[src/hdl/lfr_pkg.sv]
`default_nettype none

package lfr_pkg;

    localparam int STORE_DEPTH     = 64;
    localparam int ADDR_W          = 6;
    localparam int LEN_W           = 7;
    localparam int SUM_W           = 17;
    localparam int DEF_MAX_PAYLOAD = 64;

    typedef enum logic [3:0] {
        ST_CMD_LO,
        ST_CMD_HI,
        ST_LEN_LO,
        ST_LEN_HI,
        ST_PAYLOAD,
        ST_CHECK,
        ST_READ,
        ST_SHOW
    } state_t;

    // controller to datapath
    typedef struct packed {
        logic ld_cmd_lo;
        logic ld_cmd_hi;
        logic ld_len_lo;
        logic ld_len_hi;
        logic ld_payload;
        logic ld_check;
        logic rd_issue;
        logic idx_step;
    } ctl_t;

    // datapath to controller
    typedef struct packed {
        logic len_over;
        logic len_zero;
        logic pay_done;
        logic chk_last;
        logic chk_match;
        logic len_empty;
        logic emit_last;
    } sts_t;

endpackage

`default_nettype wire

[src/hdl/lfr_ram.sv]
`default_nettype none

module lfr_ram #(
    parameter int WIDTH  = 8,
    parameter int DEPTH  = 64,
    parameter int ADDR_W = $clog2(DEPTH)
) (
    input  wire logic              clk,
    input  wire logic              we,
    input  wire logic [ADDR_W-1:0] waddr,
    input  wire logic [WIDTH-1:0]  wdata,
    input  wire logic              re,
    input  wire logic [ADDR_W-1:0] raddr,
    output logic      [WIDTH-1:0]  rdata
);

    logic [WIDTH-1:0] mem [DEPTH];

    always_ff @(posedge clk)
    begin
        if (we)
        begin
            mem[waddr] <= wdata;
        end
        if (re)
        begin
            rdata <= mem[raddr];
        end
    end

endmodule

`default_nettype wire

[src/hdl/lfr_datapath.sv]
`default_nettype none

module lfr_datapath #(
    parameter int MAX_PAYLOAD = lfr_pkg::DEF_MAX_PAYLOAD
) (
    input  wire logic                      clk,
    input  wire logic                      rst_n,
    input  wire lfr_pkg::ctl_t             ctl,
    output lfr_pkg::sts_t                  sts,
    input  wire logic [7:0]                rx_byte,
    output logic [15:0]                    frame_cmd,
    output logic [lfr_pkg::LEN_W-1:0]      frame_length,
    output logic [7:0]                     payload_byte,
    output logic [lfr_pkg::ADDR_W-1:0]     byte_position,
    output logic                           byte_valid,
    output logic                           last
);
    import lfr_pkg::*;

    logic [15:0]       cmd_reg, cmd_next;
    logic [7:0]        len_lo_reg, len_lo_next;
    logic [LEN_W-1:0]  len_reg, len_next;
    logic [LEN_W-1:0]  cnt_reg, cnt_next;
    logic [SUM_W-1:0]  sum_reg, sum_next;
    logic [23:0]       chk_reg, chk_next;
    logic [1:0]        chk_cnt_reg, chk_cnt_next;
    logic [ADDR_W-1:0] idx_reg, idx_next;
    logic [15:0]       len_full;
    logic [7:0]        ram_rdata;

    assign len_full = {rx_byte, len_lo_reg};

    always_comb
    begin
        cmd_next     = cmd_reg;
        len_lo_next  = len_lo_reg;
        len_next     = len_reg;
        cnt_next     = cnt_reg;
        sum_next     = sum_reg;
        chk_next     = chk_reg;
        chk_cnt_next = chk_cnt_reg;
        idx_next     = idx_reg;
        if (ctl.ld_cmd_lo)
        begin
            cmd_next = {8'd0, rx_byte};
        end
        if (ctl.ld_cmd_hi)
        begin
            cmd_next = {rx_byte, cmd_reg[7:0]};
        end
        if (ctl.ld_len_lo)
        begin
            len_lo_next = rx_byte;
        end
        if (ctl.ld_len_hi)
        begin
            // an oversized length is dropped, only the count, check and index state restart
            if (!sts.len_over)
            begin
                len_next = len_full[LEN_W-1:0];
            end
            sum_next     = SUM_W'(cmd_reg) + SUM_W'(len_full[LEN_W-1:0]);
            cnt_next     = '0;
            chk_cnt_next = '0;
            idx_next     = '0;
        end
        if (ctl.ld_payload)
        begin
            sum_next = sum_reg + SUM_W'(rx_byte);
            cnt_next = cnt_reg + LEN_W'(1);
        end
        if (ctl.ld_check)
        begin
            case (chk_cnt_reg)
                2'd0:    chk_next[7:0]   = rx_byte;
                2'd1:    chk_next[15:8]  = rx_byte;
                2'd2:    chk_next[23:16] = rx_byte;
                default: chk_next        = chk_reg;
            endcase
            chk_cnt_next = chk_cnt_reg + 2'd1;
        end
        if (ctl.idx_step)
        begin
            idx_next = idx_reg + ADDR_W'(1);
        end
    end

    always_ff @(posedge clk or negedge rst_n)
    begin
        if (!rst_n)
        begin
            cmd_reg     <= '0;
            len_lo_reg  <= '0;
            len_reg     <= '0;
            cnt_reg     <= '0;
            sum_reg     <= '0;
            chk_reg     <= '0;
            chk_cnt_reg <= '0;
            idx_reg     <= '0;
        end
        else
        begin
            cmd_reg     <= cmd_next;
            len_lo_reg  <= len_lo_next;
            len_reg     <= len_next;
            cnt_reg     <= cnt_next;
            sum_reg     <= sum_next;
            chk_reg     <= chk_next;
            chk_cnt_reg <= chk_cnt_next;
            idx_reg     <= idx_next;
        end
    end

    lfr_ram #(
        .WIDTH (8),
        .DEPTH (STORE_DEPTH)
    ) u_store (
        .clk   (clk),
        .we    (ctl.ld_payload),
        .waddr (cnt_reg[ADDR_W-1:0]),
        .wdata (rx_byte),
        .re    (ctl.rd_issue),
        .raddr (idx_reg),
        .rdata (ram_rdata)
    );

    always_comb
    begin
        sts.len_over  = len_full > 16'(MAX_PAYLOAD);
        sts.len_zero  = len_full == 16'd0;
        sts.pay_done  = (cnt_reg + LEN_W'(1)) == len_reg;
        sts.chk_last  = chk_cnt_reg == 2'd3;
        // sum stays below 2^17, so the upper check bits must be zero
        sts.chk_match = {rx_byte, chk_reg} == 32'(sum_reg);
        sts.len_empty = len_reg == '0;
        sts.emit_last = (len_reg == '0) || ((LEN_W'(idx_reg) + LEN_W'(1)) == len_reg);
    end

    assign frame_cmd     = cmd_reg;
    assign frame_length  = len_reg;
    assign byte_valid    = !sts.len_empty;
    assign payload_byte  = byte_valid ? ram_rdata : 8'd0;
    assign byte_position = idx_reg;
    assign last          = sts.emit_last;

    a_len_bound: assert property (@(posedge clk) disable iff (!rst_n)
        32'(len_reg) <= MAX_PAYLOAD)
        else $error("stored length above limit");

    a_cnt_bound: assert property (@(posedge clk) disable iff (!rst_n)
        cnt_reg <= len_reg)
        else $error("payload count ran past length");

    a_idx_bound: assert property (@(posedge clk) disable iff (!rst_n)
        32'(idx_reg) < MAX_PAYLOAD)
        else $error("emission index above limit");

endmodule

`default_nettype wire

[src/hdl/lfr_ctrl.sv]
`default_nettype none

module lfr_ctrl (
    input  wire logic          clk,
    input  wire logic          rst_n,
    input  wire logic          in_valid,
    output logic               in_ready,
    output logic               out_valid,
    input  wire logic          out_ready,
    input  wire lfr_pkg::sts_t sts,
    output lfr_pkg::ctl_t      ctl
);
    import lfr_pkg::*;

    state_t state_reg, state_next;
    logic   out_fire;

    assign out_fire = out_valid && out_ready;

    always_comb
    begin
        state_next = state_reg;
        case (state_reg)
            ST_CMD_LO:
            begin
                if (in_valid)
                begin
                    state_next = ST_CMD_HI;
                end
            end
            ST_CMD_HI:
            begin
                if (in_valid)
                begin
                    state_next = ST_LEN_LO;
                end
            end
            ST_LEN_LO:
            begin
                if (in_valid)
                begin
                    state_next = ST_LEN_HI;
                end
            end
            ST_LEN_HI:
            begin
                if (in_valid)
                begin
                    if (sts.len_over)
                    begin
                        state_next = ST_CMD_LO;
                    end
                    else if (sts.len_zero)
                    begin
                        state_next = ST_CHECK;
                    end
                    else
                    begin
                        state_next = ST_PAYLOAD;
                    end
                end
            end
            ST_PAYLOAD:
            begin
                if (in_valid && sts.pay_done)
                begin
                    state_next = ST_CHECK;
                end
            end
            ST_CHECK:
            begin
                if (in_valid && sts.chk_last)
                begin
                    if (!sts.chk_match)
                    begin
                        state_next = ST_CMD_LO;
                    end
                    else if (sts.len_empty)
                    begin
                        state_next = ST_SHOW;
                    end
                    else
                    begin
                        state_next = ST_READ;
                    end
                end
            end
            ST_READ:
            begin
                state_next = ST_SHOW;
            end
            ST_SHOW:
            begin
                if (out_ready)
                begin
                    state_next = sts.emit_last ? ST_CMD_LO : ST_READ;
                end
            end
            default:
            begin
                state_next = ST_CMD_LO;
            end
        endcase
    end

    // ready is constant within each state, so the loads follow valid directly
    always_comb
    begin
        in_ready  = 1'b0;
        out_valid = 1'b0;
        ctl       = '0;
        case (state_reg)
            ST_CMD_LO:
            begin
                in_ready      = 1'b1;
                ctl.ld_cmd_lo = in_valid;
            end
            ST_CMD_HI:
            begin
                in_ready      = 1'b1;
                ctl.ld_cmd_hi = in_valid;
            end
            ST_LEN_LO:
            begin
                in_ready      = 1'b1;
                ctl.ld_len_lo = in_valid;
            end
            ST_LEN_HI:
            begin
                in_ready      = 1'b1;
                ctl.ld_len_hi = in_valid;
            end
            ST_PAYLOAD:
            begin
                in_ready       = 1'b1;
                ctl.ld_payload = in_valid;
            end
            ST_CHECK:
            begin
                in_ready     = 1'b1;
                ctl.ld_check = in_valid;
            end
            ST_READ:
            begin
                ctl.rd_issue = 1'b1;
            end
            ST_SHOW:
            begin
                out_valid    = 1'b1;
                ctl.idx_step = out_ready && !sts.emit_last;
            end
            default:
            begin
                in_ready = 1'b0;
            end
        endcase
    end

    always_ff @(posedge clk or negedge rst_n)
    begin
        if (!rst_n)
        begin
            state_reg <= ST_CMD_LO;
        end
        else
        begin
            state_reg <= state_next;
        end
    end

    a_no_overlap: assert property (@(posedge clk) disable iff (!rst_n)
        !(in_ready && out_valid))
        else $error("input taken during emission");

    a_read_gap: assert property (@(posedge clk) disable iff (!rst_n)
        out_fire && !sts.emit_last |=> !out_valid && ctl.rd_issue)
        else $error("next byte shown without a store read");

    a_drop_restart: assert property (@(posedge clk) disable iff (!rst_n)
        ctl.ld_check && sts.chk_last && !sts.chk_match |=> state_reg == ST_CMD_LO)
        else $error("bad frame not dropped");

    a_single_load: assert property (@(posedge clk) disable iff (!rst_n)
        $onehot0({ctl.ld_cmd_lo, ctl.ld_cmd_hi, ctl.ld_len_lo, ctl.ld_len_hi,
                  ctl.ld_payload, ctl.ld_check, ctl.rd_issue, ctl.idx_step}))
        else $error("conflicting datapath commands");

endmodule

`default_nettype wire

[src/hdl/length_prefixed_frame_receiver_top.sv]
`default_nettype none

// Frame receiver: takes one received byte per transaction on the input channel
// and assembles command (16 bits), length (16 bits), payload and a 32-bit
// additive check word, all low byte first. A length above MAX_PAYLOAD drops the
// frame right after the length; a check mismatch drops it silently. A good frame
// comes out as one transaction per payload byte with last on the final one, or
// as a single transaction with byte_valid low for an empty payload. Reception
// takes a byte whenever in_valid is high. Emission reads the 64-entry payload
// store through its registered read port, reading each byte in ST_READ before
// showing it; no input byte is taken while a frame is being emitted.
module length_prefixed_frame_receiver_top #(
    parameter int MAX_PAYLOAD = lfr_pkg::DEF_MAX_PAYLOAD
) (
    input  wire logic                      clk,
    input  wire logic                      rst_n,
    input  wire logic                      in_valid,
    output logic                           in_ready,
    input  wire logic [7:0]                rx_byte,
    output logic                           out_valid,
    input  wire logic                      out_ready,
    output logic [15:0]                    frame_cmd,
    output logic [lfr_pkg::LEN_W-1:0]      frame_length,
    output logic [7:0]                     payload_byte,
    output logic [lfr_pkg::ADDR_W-1:0]     byte_position,
    output logic                           byte_valid,
    output logic                           last
);
    import lfr_pkg::*;

    ctl_t ctl;
    sts_t sts;

    lfr_ctrl u_ctrl (
        .clk       (clk),
        .rst_n     (rst_n),
        .in_valid  (in_valid),
        .in_ready  (in_ready),
        .out_valid (out_valid),
        .out_ready (out_ready),
        .sts       (sts),
        .ctl       (ctl)
    );

    lfr_datapath #(
        .MAX_PAYLOAD (MAX_PAYLOAD)
    ) u_datapath (
        .clk           (clk),
        .rst_n         (rst_n),
        .ctl           (ctl),
        .sts           (sts),
        .rx_byte       (rx_byte),
        .frame_cmd     (frame_cmd),
        .frame_length  (frame_length),
        .payload_byte  (payload_byte),
        .byte_position (byte_position),
        .byte_valid    (byte_valid),
        .last          (last)
    );

endmodule

`default_nettype wire
[config.mk]
export PLATFORM = sky130hd
export DESIGN_NAME = length_prefixed_frame_receiver_top
export DESIGN_NICKNAME = d
export VERILOG_FILES = /design/src/hdl/lfr_pkg.sv /design/src/hdl/lfr_ram.sv /design/src/hdl/lfr_datapath.sv /design/src/hdl/lfr_ctrl.sv /design/src/hdl/length_prefixed_frame_receiver_top.sv
export SDC_FILE = /design/constraint.sdc
export NUM_CORES = 1
export LEC_CHECK = 0
export ABC_CLOCK_PERIOD_IN_PS = 3250
export BUFFER_PORTS_ARGS = -buffer_cell sky130_fd_sc_hd__buf_4
export CAP_MARGIN = 20
export CORE_AREA = 2 2 229 231
export DETAILED_ROUTE_END_ITERATION = 12
export DIE_AREA = 0 0 231 233
export GPL_TIMING_DRIVEN = 0
export PLACE_DENSITY = 0.75
export SLEW_MARGIN = 20
export SYNTH_ARGS = -nofsm -noshare
export SYNTH_HDL_FRONTEND = slang
export SYNTH_SLANG_ARGS = --single-unit
[constraint.sdc]
create_clock -name clk -period 3.25 [get_ports clk]
set_input_delay 0.325 -clock clk [delete_from_list [all_inputs] [get_ports clk]]
set_output_delay 0.325 -clock clk [all_outputs]
set_load 0.005 [all_outputs]
==> impl_metrics.prom, run 1 <==
# TYPE chip_impl_metric gauge
chip_impl_metric{name="timing.slew.headroom",unit=""} 0.356
chip_impl_metric{name="io_buffer_count",unit=""} 51
chip_impl_metric{name="floorplan.die.width",unit="um"} 231
chip_impl_info{name="cp-end-kind",value="register"} 1
chip_impl_metric{name="final_design_area_no_fill",unit="sq mm"} 0.0289
chip_impl_metric{name="grt.overflow.total",unit=""} 0
chip_impl_metric{name="synth.yosys.warnings",unit=""} 0
chip_impl_metric{name="power_frac_seq",unit=""} 0.513
chip_impl_metric{name="post_route_cells_drive_above_1_share",unit=""} 0.281
chip_impl_metric{name="dr.first_iter.drc_count",unit=""} 1745
chip_impl_info{name="cp_cell_sequence",value="buf_1 -> nor2_1 -> nand3_1 -> nor2_1 -> nand2_1 -> nor2_2"} 1
chip_impl_metric{name="worst_hold_slack",unit="ns"} 0.180
chip_impl_metric{name="power.switching",unit="W"} 0.00433
chip_impl_metric{name="finalWeightedCongestion",unit=""} 0.901
chip_impl_info{name="violations",value="negative setup slack"} 1
chip_impl_info{name="worst-setup-path-type",value="register to register"} 1
chip_impl_metric{name="switching_share",unit=""} 0.245
chip_impl_metric{name="numCtsBuffers",unit=""} 59
chip_impl_info{name="post-synth-top-area-cell",value="sky130_fd_sc_hd__edfxtp_1"} 1
chip_impl_metric{name="part_of_the_total_power_dissipated_in_combinational_logic",unit=""} 0.107
chip_impl_metric{name="sink_count",unit=""} 610
chip_impl_metric{name="max_stage_delay",unit="ns"} 0.68
chip_impl_metric{name="placement_setup_slack",unit="ns"} -0.509
chip_impl_metric{name="p_total",unit="W"} 0.0177
chip_impl_info{name="run_status",value="complete, but fails checks"} 1
chip_impl_metric{name="num_io_pins",unit=""} 53
chip_impl_metric{name="die_area",unit="sq mm"} 0.0538
chip_impl_info{name="synth_top_family_by_area",value="multiplexers"} 1
chip_impl_metric{name="remaining_drc_errors",unit=""} 0
chip_impl_metric{name="vias_in_the_first_global_route",unit=""} 14001
chip_impl_metric{name="synth-adder-area-share",unit=""} 0.0119
chip_impl_metric{name="required",unit="ns"} 3.50
chip_impl_metric{name="power_density",unit="mW/mm^2"} 612
chip_impl_metric{name="ys_async_rst_share",unit=""} 0.148
chip_impl_info{name="cts_tree",value="yes"} 1
chip_impl_metric{name="final.fill_count",unit=""} 3769
chip_impl_metric{name="leakage",unit="nW"} 9.50
chip_impl_metric{name="finalCriticalPeriod",unit="ns"} 3.28
chip_impl_metric{name="grt_max_degree",unit=""} 74
chip_impl_metric{name="crit_buf_inv",unit=""} 1
chip_impl_metric{name="hold_viol_final",unit=""} 0
chip_impl_metric{name="synth_cell_type_count",unit=""} 62
chip_impl_metric{name="max_slew.worst_pin.slew",unit="ns"} 0.964
chip_impl_metric{name="cell_internal_power",unit="W"} 0.0134
chip_impl_metric{name="drt-vias-per-instance",unit=""} 6.12
chip_impl_info{name="cts_root_buf",value="sky130_fd_sc_hd__clkbuf_16"} 1
chip_impl_metric{name="cts.htree.levels",unit=""} 2
chip_impl_metric{name="grt_pass1_wl",unit="um"} 90500
chip_impl_metric{name="groute.usage.overall",unit=""} 0.230
chip_impl_metric{name="row_count",unit=""} 83
chip_impl_metric{name="skew",unit="ns"} 0.0288
chip_impl_metric{name="cts-root-to-sink-buffers",unit=""} 3
chip_impl_metric{name="final_min_period_over_clock_period",unit=""} 1.01
chip_impl_metric{name="synth-xor-area-share",unit=""} 0.0183
chip_impl_metric{name="floorplan.core_area",unit="sq mm"} 0.0511
chip_impl_metric{name="finalWirelength",unit="um"} 60900
chip_impl_metric{name="area_growth",unit="%"} 13.6
chip_impl_metric{name="clk_pin_slew_worst_setup_hold_paths",unit="ns"} 0.07
chip_impl_metric{name="setup_viol",unit=""} 37
chip_impl_metric{name="power_frac_clock",unit=""} 0.380
chip_impl_info{name="post_synth_main_area_contributors",value="sky130_fd_sc_hd__edfxtp_1 61%, sky130_fd_sc_hd__mux4_2 13%, sky130_fd_sc_hd__dfrtp_1 8.9%"} 1
chip_impl_metric{name="syn_area",unit="sq mm"} 0.0254
chip_impl_metric{name="layoutNonFillerInstCount",unit=""} 2266
chip_impl_info{name="min-delay-path-class",value="input port to register"} 1
chip_impl_metric{name="synthSimpleGateAreaFrac",unit=""} 0.0509
chip_impl_metric{name="dp_hpwl",unit="um"} 37900
chip_impl_metric{name="syn_nets",unit=""} 1457
chip_impl_metric{name="critical_path_arrival",unit="ns"} 3.53
chip_impl_metric{name="initial_core_util",unit=""} 0.497
chip_impl_metric{name="largest_register_ffs",unit=""} 512
chip_impl_metric{name="postSynthRegisterBits",unit=""} 610
chip_impl_info{name="cp_slowest_cell",value="sky130_fd_sc_hd__nand2_1"} 1
chip_impl_info{name="critical_path.top_delay_family",value="simple AND/OR/NAND/NOR gates"} 1
chip_impl_metric{name="synth_enable_flop_cells",unit=""} 520
chip_impl_metric{name="die_height",unit="um"} 233
chip_impl_info{name="startpoint_type",value="register"} 1
chip_impl_metric{name="dr_total_vias",unit=""} 13871
chip_impl_metric{name="detailedRoute.firstPassIterationCount",unit=""} 6
chip_impl_metric{name="yosysSeqAreaShare",unit=""} 0.703
chip_impl_metric{name="synth.avg_cell_area",unit="sq um"} 17.9
chip_impl_metric{name="dpl-instance-area",unit="sq mm"} 0.0267
chip_impl_metric{name="power.ir.vdd_worst",unit="mV"} 0.502
chip_impl_metric{name="diodes",unit=""} 0
chip_impl_metric{name="timing_max_transition_violations_final",unit=""} 0
chip_impl_metric{name="setup_slack",unit="ns"} -0.0279
chip_impl_metric{name="grt_antenna_before_repair",unit=""} 1
chip_impl_metric{name="place.detailed.instances",unit=""} 2154
chip_impl_info{name="ys.flop_type",value="sky130_fd_sc_hd__edfxtp_1"} 1
chip_impl_metric{name="synthMuxAreaShare",unit=""} 0.161
chip_impl_metric{name="post_route_antenna_net_violation_count",unit=""} 0
chip_impl_metric{name="netlist.area_leader.share",unit=""} 0.614
chip_impl_metric{name="cap_violations",unit=""} 0
chip_impl_metric{name="postSynthCellCount",unit=""} 1422
chip_impl_metric{name="max_freq",unit="GHz"} 0.305
chip_impl_info{name="critical-path-top-cell-by-count",value="sky130_fd_sc_hd__nor2_1"} 1
chip_impl_metric{name="crit_path_max_fanout",unit=""} 10
chip_impl_metric{name="post_cts_buffers",unit=""} 0
chip_impl_metric{name="layout.nets",unit=""} 1571
chip_impl_info{name="grt_setup_unrepaired",value="yes"} 1
chip_impl_metric{name="synth-compound-area-share",unit=""} 0.0400
chip_impl_metric{name="insertion_delay_of_the_later_clocked_pin_in_the_worst_skew_pair",unit="ns"} 0.63
chip_impl_metric{name="avgRoutedWirePerCell",unit="um"} 26.9
-- layer usage --
layer / track usage / share of wire / vias to the layer above
met4: 0.0764 / 0.029 / 2
met1: 0.306 / 0.39 / 7206
met3: 0.0457 / 0.077 / 111
li1: - / - / 5898
met5: 0 / 0.00021 / -
met2: 0.382 / 0.50 / 654
-- repair_timing --
item / CTS / global route
hold endpoints to repair: 40 / 0
hold buffers: 1 / 0
resized for setup: 33 / 59
setup endpoints to repair: 258 / 513
-- cell usage in the layout, fill, tap and decap left out, types with 25 or more instances in the layout --
| master | instances |
|---|---|
| sky130_fd_sc_hd__nand2_1 | 69 |
| sky130_fd_sc_hd__edfxtp_1 | 520 |
| sky130_fd_sc_hd__xnor2_1 | 32 |
| sky130_fd_sc_hd__a21oi_1 | 25 |
| sky130_fd_sc_hd__dfrtp_1 | 90 |
| sky130_fd_sc_hd__nor2_1 | 26 |
| sky130_fd_sc_hd__clkbuf_1 | 57 |
| sky130_fd_sc_hd__o21ai_0 | 55 |
| sky130_fd_sc_hd__clkbuf_16 | 62 |
| sky130_fd_sc_hd__mux2_2 | 55 |
| sky130_fd_sc_hd__buf_4 | 54 |
| sky130_fd_sc_hd__nor2_2 | 50 |
| sky130_fd_sc_hd__mux4_2 | 144 |
-- worst paths after layout --
check / from / end / slack, ns / cells past startpoint
worst max-delay path: u_ctrl.state_reg[0] / u_datapath.u_store.mem[42][3] / -0.03 / 6
worst min-delay path: out_ready / u_datapath.byte_position[4] / 0.18 / 4
worst max register to register: u_ctrl.state_reg[0] / u_datapath.u_store.mem[42][3] / -0.03 / 6
worst min register to register: u_datapath.chk_reg[23] / u_datapath.chk_reg[23] / 0.50 / 1
max in group asynchronous: rst_n / u_datapath.chk_reg[21] / 2.38 / 3
min in group asynchronous: rst_n / u_datapath.frame_cmd[12] / 0.23 / 2
-- synth_stat cells (6+ instances only) --
| cell | count |
|---|---|
| sky130_fd_sc_hd__edfxtp_1 | 520 |
| sky130_fd_sc_hd__mux4_2 | 144 |
| sky130_fd_sc_hd__nor2_1 | 91 |
| sky130_fd_sc_hd__dfrtp_1 | 90 |
| sky130_fd_sc_hd__nand2_1 | 70 |
| sky130_fd_sc_hd__mux2_2 | 55 |
| sky130_fd_sc_hd__o21ai_0 | 55 |
| sky130_fd_sc_hd__clkbuf_1 | 43 |
| sky130_fd_sc_hd__xnor2_1 | 32 |
| sky130_fd_sc_hd__a21oi_1 | 25 |
| sky130_fd_sc_hd__mux2i_1 | 24 |
| sky130_fd_sc_hd__nand3_1 | 22 |
| sky130_fd_sc_hd__ha_1 | 21 |
| sky130_fd_sc_hd__xor2_1 | 21 |
| sky130_fd_sc_hd__buf_2 | 16 |
| sky130_fd_sc_hd__and2_1 | 14 |
| sky130_fd_sc_hd__inv_1 | 14 |
| sky130_fd_sc_hd__nor3_1 | 13 |
| sky130_fd_sc_hd__a22oi_1 | 12 |
| sky130_fd_sc_hd__a221oi_1 | 9 |
| sky130_fd_sc_hd__and3_1 | 9 |
| sky130_fd_sc_hd__nor4_1 | 9 |
| sky130_fd_sc_hd__o21a_1 | 8 |
| sky130_fd_sc_hd__a211oi_1 | 7 |
| sky130_fd_sc_hd__a21o_1 | 7 |
| sky130_fd_sc_hd__nand2b_1 | 7 |
| sky130_fd_sc_hd__nor2b_1 | 6 |
| sky130_fd_sc_hd__or2_2 | 6 |
-- worst min-delay path: stages --
cell and delay, ns:
sky130_fd_sc_hd__buf_4 0.14, sky130_fd_sc_hd__o311ai_2 0.12, sky130_fd_sc_hd__or3_1 0.12, sky130_fd_sc_hd__o21ai_0 0.07
-- cell families (layout without fill, tap and decap cells) --
group                    count (synthesis)  in the layout
AO/OA/AOI/OAI                          157            157
XOR/XNOR                                53             53
adder cells (fa/ha/maj)                 23             23
buffers and inverters                   84            248
flip-flops                             610            610
multiplexers                           223            223
AND/OR/NAND/NOR                        272            272
-- area by class of cell --
cell class / count / area [sq um] / share of cell area
timing repair buffer: 53 / 420 / 0.0146
multi-input combinational: 728 / 7450 / 0.258
tap: 680 / 851 / 0.0295
buffer: 70 / 323 / 0.0112
inverter: 14 / 52.6 / 0.00182
clock buffer: 82 / 1680 / 0.0581
sequential: 610 / 17900 / 0.619
clock inverter: 29 / 235 / 0.00814
-- through the flow --
step	utilization	TNS [ns]
2_1_floorplan	-	0
3_3_place_gp	0.522	-70.57
4_1_cts	0.562	-13.13
3_5_place_dp	0.522	-68.82
5_1_grt	0.565	-40.48
6_report	0.565	-0.602
-- power by group through the flow --
stage	Combinational, W	Sequential, W	Clock [W]
global placement	0.00178	0.00920	0
detailed placement	0.00185	0.00922	0
floorplan	0.00124	0.00911	0
CTS	0.00187	0.00905	0.00677
global route	0.00209	0.00910	0.00707
finish	0.00190	0.00907	0.00671
Power figures use the tool's default switching activity.
==> inputs of run 2 (changes only) <==
--- a/config.mk
+++ b/config.mk
@@ -8,11 +8,11 @@
 export ABC_CLOCK_PERIOD_IN_PS = 3250
 export BUFFER_PORTS_ARGS = -buffer_cell sky130_fd_sc_hd__buf_4
 export CAP_MARGIN = 20
-export CORE_AREA = 2 2 229 231
+export CORE_AREA = 2 2 149 297
 export DETAILED_ROUTE_END_ITERATION = 12
-export DIE_AREA = 0 0 231 233
+export DIE_AREA = 0 0 151 299
 export GPL_TIMING_DRIVEN = 0
-export PLACE_DENSITY = 0.75
+export PLACE_DENSITY = 0.86
 export SLEW_MARGIN = 20
 export SYNTH_ARGS = -nofsm -noshare
 export SYNTH_HDL_FRONTEND = slang
==> run 2 against run 1 <==
  * The run still ends with negative setup slack left
  * Cell count fell by 6.4%
  * Via count rose by 6.5%
  * Sequential power barely moved
  * Total power fell by 1.0%
  * Register-to-register slack got worse by 0.09 ns
  * Clock power fell by 3%
  * Routed wire length rose by 10%
  * Hold slack improved by 0.033 ns
  * Critical endpoint is now u_datapath.u_store.mem[2][1]
==> impl_metrics.prom, run 2 (synthesized netlist as in run 1, its figures left out) <==
# TYPE chip_impl_metric gauge
chip_impl_info{name="run_status",value="complete, but fails checks"} 1
chip_impl_info{name="violations",value="negative setup slack"} 1
chip_impl_metric{name="cts-root-to-sink-buffers",unit=""} 3
chip_impl_metric{name="io_buffer_count",unit=""} 51
chip_impl_metric{name="final.fill_count",unit=""} 2641
chip_impl_metric{name="dr_total_vias",unit=""} 14776
chip_impl_metric{name="crit_path_max_fanout",unit=""} 10
chip_impl_metric{name="detailedRoute.firstPassIterationCount",unit=""} 8
chip_impl_info{name="critical_path.top_delay_family",value="simple AND/OR/NAND/NOR gates"} 1
chip_impl_info{name="cts_tree",value="yes"} 1
chip_impl_metric{name="grt_pass1_wl",unit="um"} 98500
chip_impl_metric{name="sequential_cell_area",unit="sq mm"} 0.0179
chip_impl_metric{name="grt_max_degree",unit=""} 91
chip_impl_metric{name="clk_pin_slew_worst_setup_hold_paths",unit="ns"} 0.08
chip_impl_metric{name="num_io_pins",unit=""} 53
chip_impl_metric{name="layoutNonFillerInstCount",unit=""} 2121
chip_impl_metric{name="power_density",unit="mW/mm^2"} 612
chip_impl_metric{name="timing_max_transition_violations_final",unit=""} 0
chip_impl_metric{name="max_stage_delay",unit="ns"} 0.71
chip_impl_info{name="final_cell_mix",value="520 x sky130_fd_sc_hd__edfxtp_1, 144 x sky130_fd_sc_hd__mux4_2, 90 x sky130_fd_sc_hd__dfrtp_1, 69 x sky130_fd_sc_hd__nand2_1"} 1
chip_impl_metric{name="crit_buf_inv",unit=""} 1
chip_impl_metric{name="power.ir.vdd_worst",unit="mV"} 0.521
chip_impl_metric{name="setup-tns-final",unit="ns"} -5.01
chip_impl_metric{name="initial_core_util",unit=""} 0.591
chip_impl_metric{name="power_frac_clock",unit=""} 0.372
chip_impl_metric{name="switching_share",unit=""} 0.247
chip_impl_info{name="cts_root_buf",value="sky130_fd_sc_hd__clkbuf_16"} 1
chip_impl_info{name="cp_cell_sequence",value="buf_1 -> nor2_1 -> nand3_1 -> nor2_1 -> nand2_1 -> nor2_2"} 1
chip_impl_metric{name="remaining_drc_errors",unit=""} 0
chip_impl_metric{name="groute.usage.overall",unit=""} 0.304
chip_impl_metric{name="timing.slew.headroom",unit=""} 0.316
chip_impl_info{name="grt_setup_unrepaired",value="yes"} 1
chip_impl_metric{name="dr.first_iter.drc_count",unit=""} 2158
chip_impl_metric{name="final_min_period_over_clock_period",unit=""} 1.04
chip_impl_metric{name="avgRoutedWirePerCell",unit="um"} 31.7
chip_impl_info{name="layout_commonest_cell",value="sky130_fd_sc_hd__edfxtp_1"} 1
chip_impl_metric{name="path_depth",unit=""} 6
chip_impl_metric{name="required",unit="ns"} 3.48
chip_impl_info{name="worst-setup-path-type",value="register to register"} 1
chip_impl_metric{name="number_of_cells_traversed_by_the_worst_register_to_register_path",unit=""} 6
chip_impl_info{name="startpoint_type",value="register"} 1
chip_impl_metric{name="drt-vias-per-instance",unit=""} 6.97
chip_impl_metric{name="place.detailed.instances",unit=""} 2023
chip_impl_metric{name="die_height",unit="um"} 299
chip_impl_metric{name="cap_violations",unit=""} 0
chip_impl_metric{name="die_area",unit="sq mm"} 0.0451
chip_impl_metric{name="part_of_the_total_power_dissipated_in_combinational_logic",unit=""} 0.109
chip_impl_metric{name="finalWeightedCongestion",unit=""} 0.902
chip_impl_metric{name="cell_internal_power",unit="W"} 0.0132
chip_impl_metric{name="leakage",unit="nW"} 9.42
chip_impl_metric{name="area_growth",unit="%"} 12.5
chip_impl_metric{name="power.switching",unit="W"} 0.00432
chip_impl_metric{name="finalCriticalPeriod",unit="ns"} 3.37
chip_impl_metric{name="grt_antenna_before_repair",unit=""} 4
chip_impl_metric{name="setup_slack",unit="ns"} -0.123
chip_impl_metric{name="post_route_antenna_net_violation_count",unit=""} 0
chip_impl_metric{name="max_freq",unit="GHz"} 0.296
chip_impl_metric{name="post_route_cells_drive_above_1_share",unit=""} 0.282
chip_impl_metric{name="grt.overflow.total",unit=""} 0
chip_impl_metric{name="critical_path_arrival",unit="ns"} 3.60
chip_impl_metric{name="largest_register_ffs",unit=""} 512
chip_impl_metric{name="finalWirelength",unit="um"} 67200
chip_impl_info{name="critical-path-top-cell-by-count",value="sky130_fd_sc_hd__nor2_1"} 1
chip_impl_info{name="min-delay-path-class",value="input port to register"} 1
chip_impl_metric{name="worst_hold_slack",unit="ns"} 0.213
chip_impl_info{name="cp_slowest_cell",value="sky130_fd_sc_hd__nand2_1"} 1
chip_impl_metric{name="dp_hpwl",unit="um"} 39900
chip_impl_metric{name="sink_count",unit=""} 610
chip_impl_metric{name="post_cts_buffers",unit=""} 0
chip_impl_metric{name="floorplan.die.width",unit="um"} 151
chip_impl_metric{name="power_frac_seq",unit=""} 0.520
chip_impl_metric{name="vias_in_the_first_global_route",unit=""} 15007
chip_impl_metric{name="insertion_delay_of_the_later_clocked_pin_in_the_worst_skew_pair",unit="ns"} 0.61
chip_impl_metric{name="hold_viol_final",unit=""} 0
chip_impl_metric{name="skew",unit="ns"} 0.0247
chip_impl_metric{name="row_count",unit=""} 108
chip_impl_metric{name="cts.htree.levels",unit=""} 2
chip_impl_metric{name="numCtsBuffers",unit=""} 51
chip_impl_metric{name="worstHoldPathCells",unit=""} 4
chip_impl_metric{name="floorplan.core_area",unit="sq mm"} 0.0430
chip_impl_metric{name="setup_viol",unit=""} 75
chip_impl_info{name="cp-end-kind",value="register"} 1
chip_impl_metric{name="multiInputGateArea",unit="sq mm"} 0.00749
chip_impl_metric{name="max_slew.worst_pin.slew",unit="ns"} 1.02
chip_impl_metric{name="layout.nets",unit=""} 1562
==> run 2: per-stage QoR <==
stage | worst slack [ns] | cell area [sq um] | util | total power (W)
after global placement | -0.546 | 26500 | 0.616 | 0.0110
after floorplan | 0.917 | 25400 | - | 0.0104
final | -0.123 | 28600 | 0.666 | 0.0175
after global routing | -0.253 | 28600 | 0.666 | 0.0179
after detailed placement | -0.607 | 26500 | 0.616 | 0.0111
after CTS | -0.0455 | 28400 | 0.660 | 0.0174
==> run 2: layout make-up <==
type / count / area share
Timing Repair Buffer: 52 / 0.0139
Tap cell: 550 / 0.0241
Clock buffer: 61 / 0.0482
Inverter: 14 / 0.00184
Clock inverter: 34 / 0.0139
Sequential cell: 610 / 0.625
Antenna cell: 2 / 0.000175
Multi-Input combinational cell: 728 / 0.262
Buffer: 70 / 0.0115
==> run 2: worst min-delay path: stages <==
cell	delay [ns]
sky130_fd_sc_hd__buf_4	0.15
sky130_fd_sc_hd__o311ai_2	0.11
sky130_fd_sc_hd__or3_1	0.12
sky130_fd_sc_hd__o21ai_0	0.08
==> run 2: final timing paths <==
| path | startpoint | endpoint | slack, ns |
|---|---|---|---|
| worst max-delay path | u_ctrl.state_reg[0] | u_datapath.u_store.mem[2][1] | -0.12 |
| worst min-delay path | out_ready | u_datapath.byte_position[4] | 0.21 |
| worst max register to register | u_ctrl.state_reg[0] | u_datapath.u_store.mem[2][1] | -0.12 |
| worst min register to register | u_datapath.cnt_reg[6] | u_datapath.cnt_reg[6] | 0.52 |
| max in group asynchronous | rst_n | u_ctrl.state_reg[2] | 2.33 |
| min in group asynchronous | rst_n | u_datapath.sum_reg[15] | 0.38 |
==> run 2: power groups by stage <==
stage | combinational [W] | clock [W] | sequential (W)
floorplan | 0.00124 | 0 | 0.00911
global placement | 0.00175 | 0 | 0.00922
detailed placement | 0.00183 | 0 | 0.00923
CTS | 0.00186 | 0.00650 | 0.00907
global route | 0.00206 | 0.00676 | 0.00911
finish | 0.00190 | 0.00651 | 0.00909
==> run 2: repair_timing <==
item                                    4_1_cts  5_1_grt
hold endpoints to repair                     33        0
endpoints found under the setup margin      235      367
resized for setup                            32       74
hold buffers                                  1        0
pin swaps                                     0        0
==> run 2: layer usage <==
metal,wire (um),track usage,up-vias
li1,-,-,5860
met1,22300,0.389,7468
met2,34900,0.511,1189
met3,6420,0.0522,255
met4,3520,0.138,4
met5,27,0,-
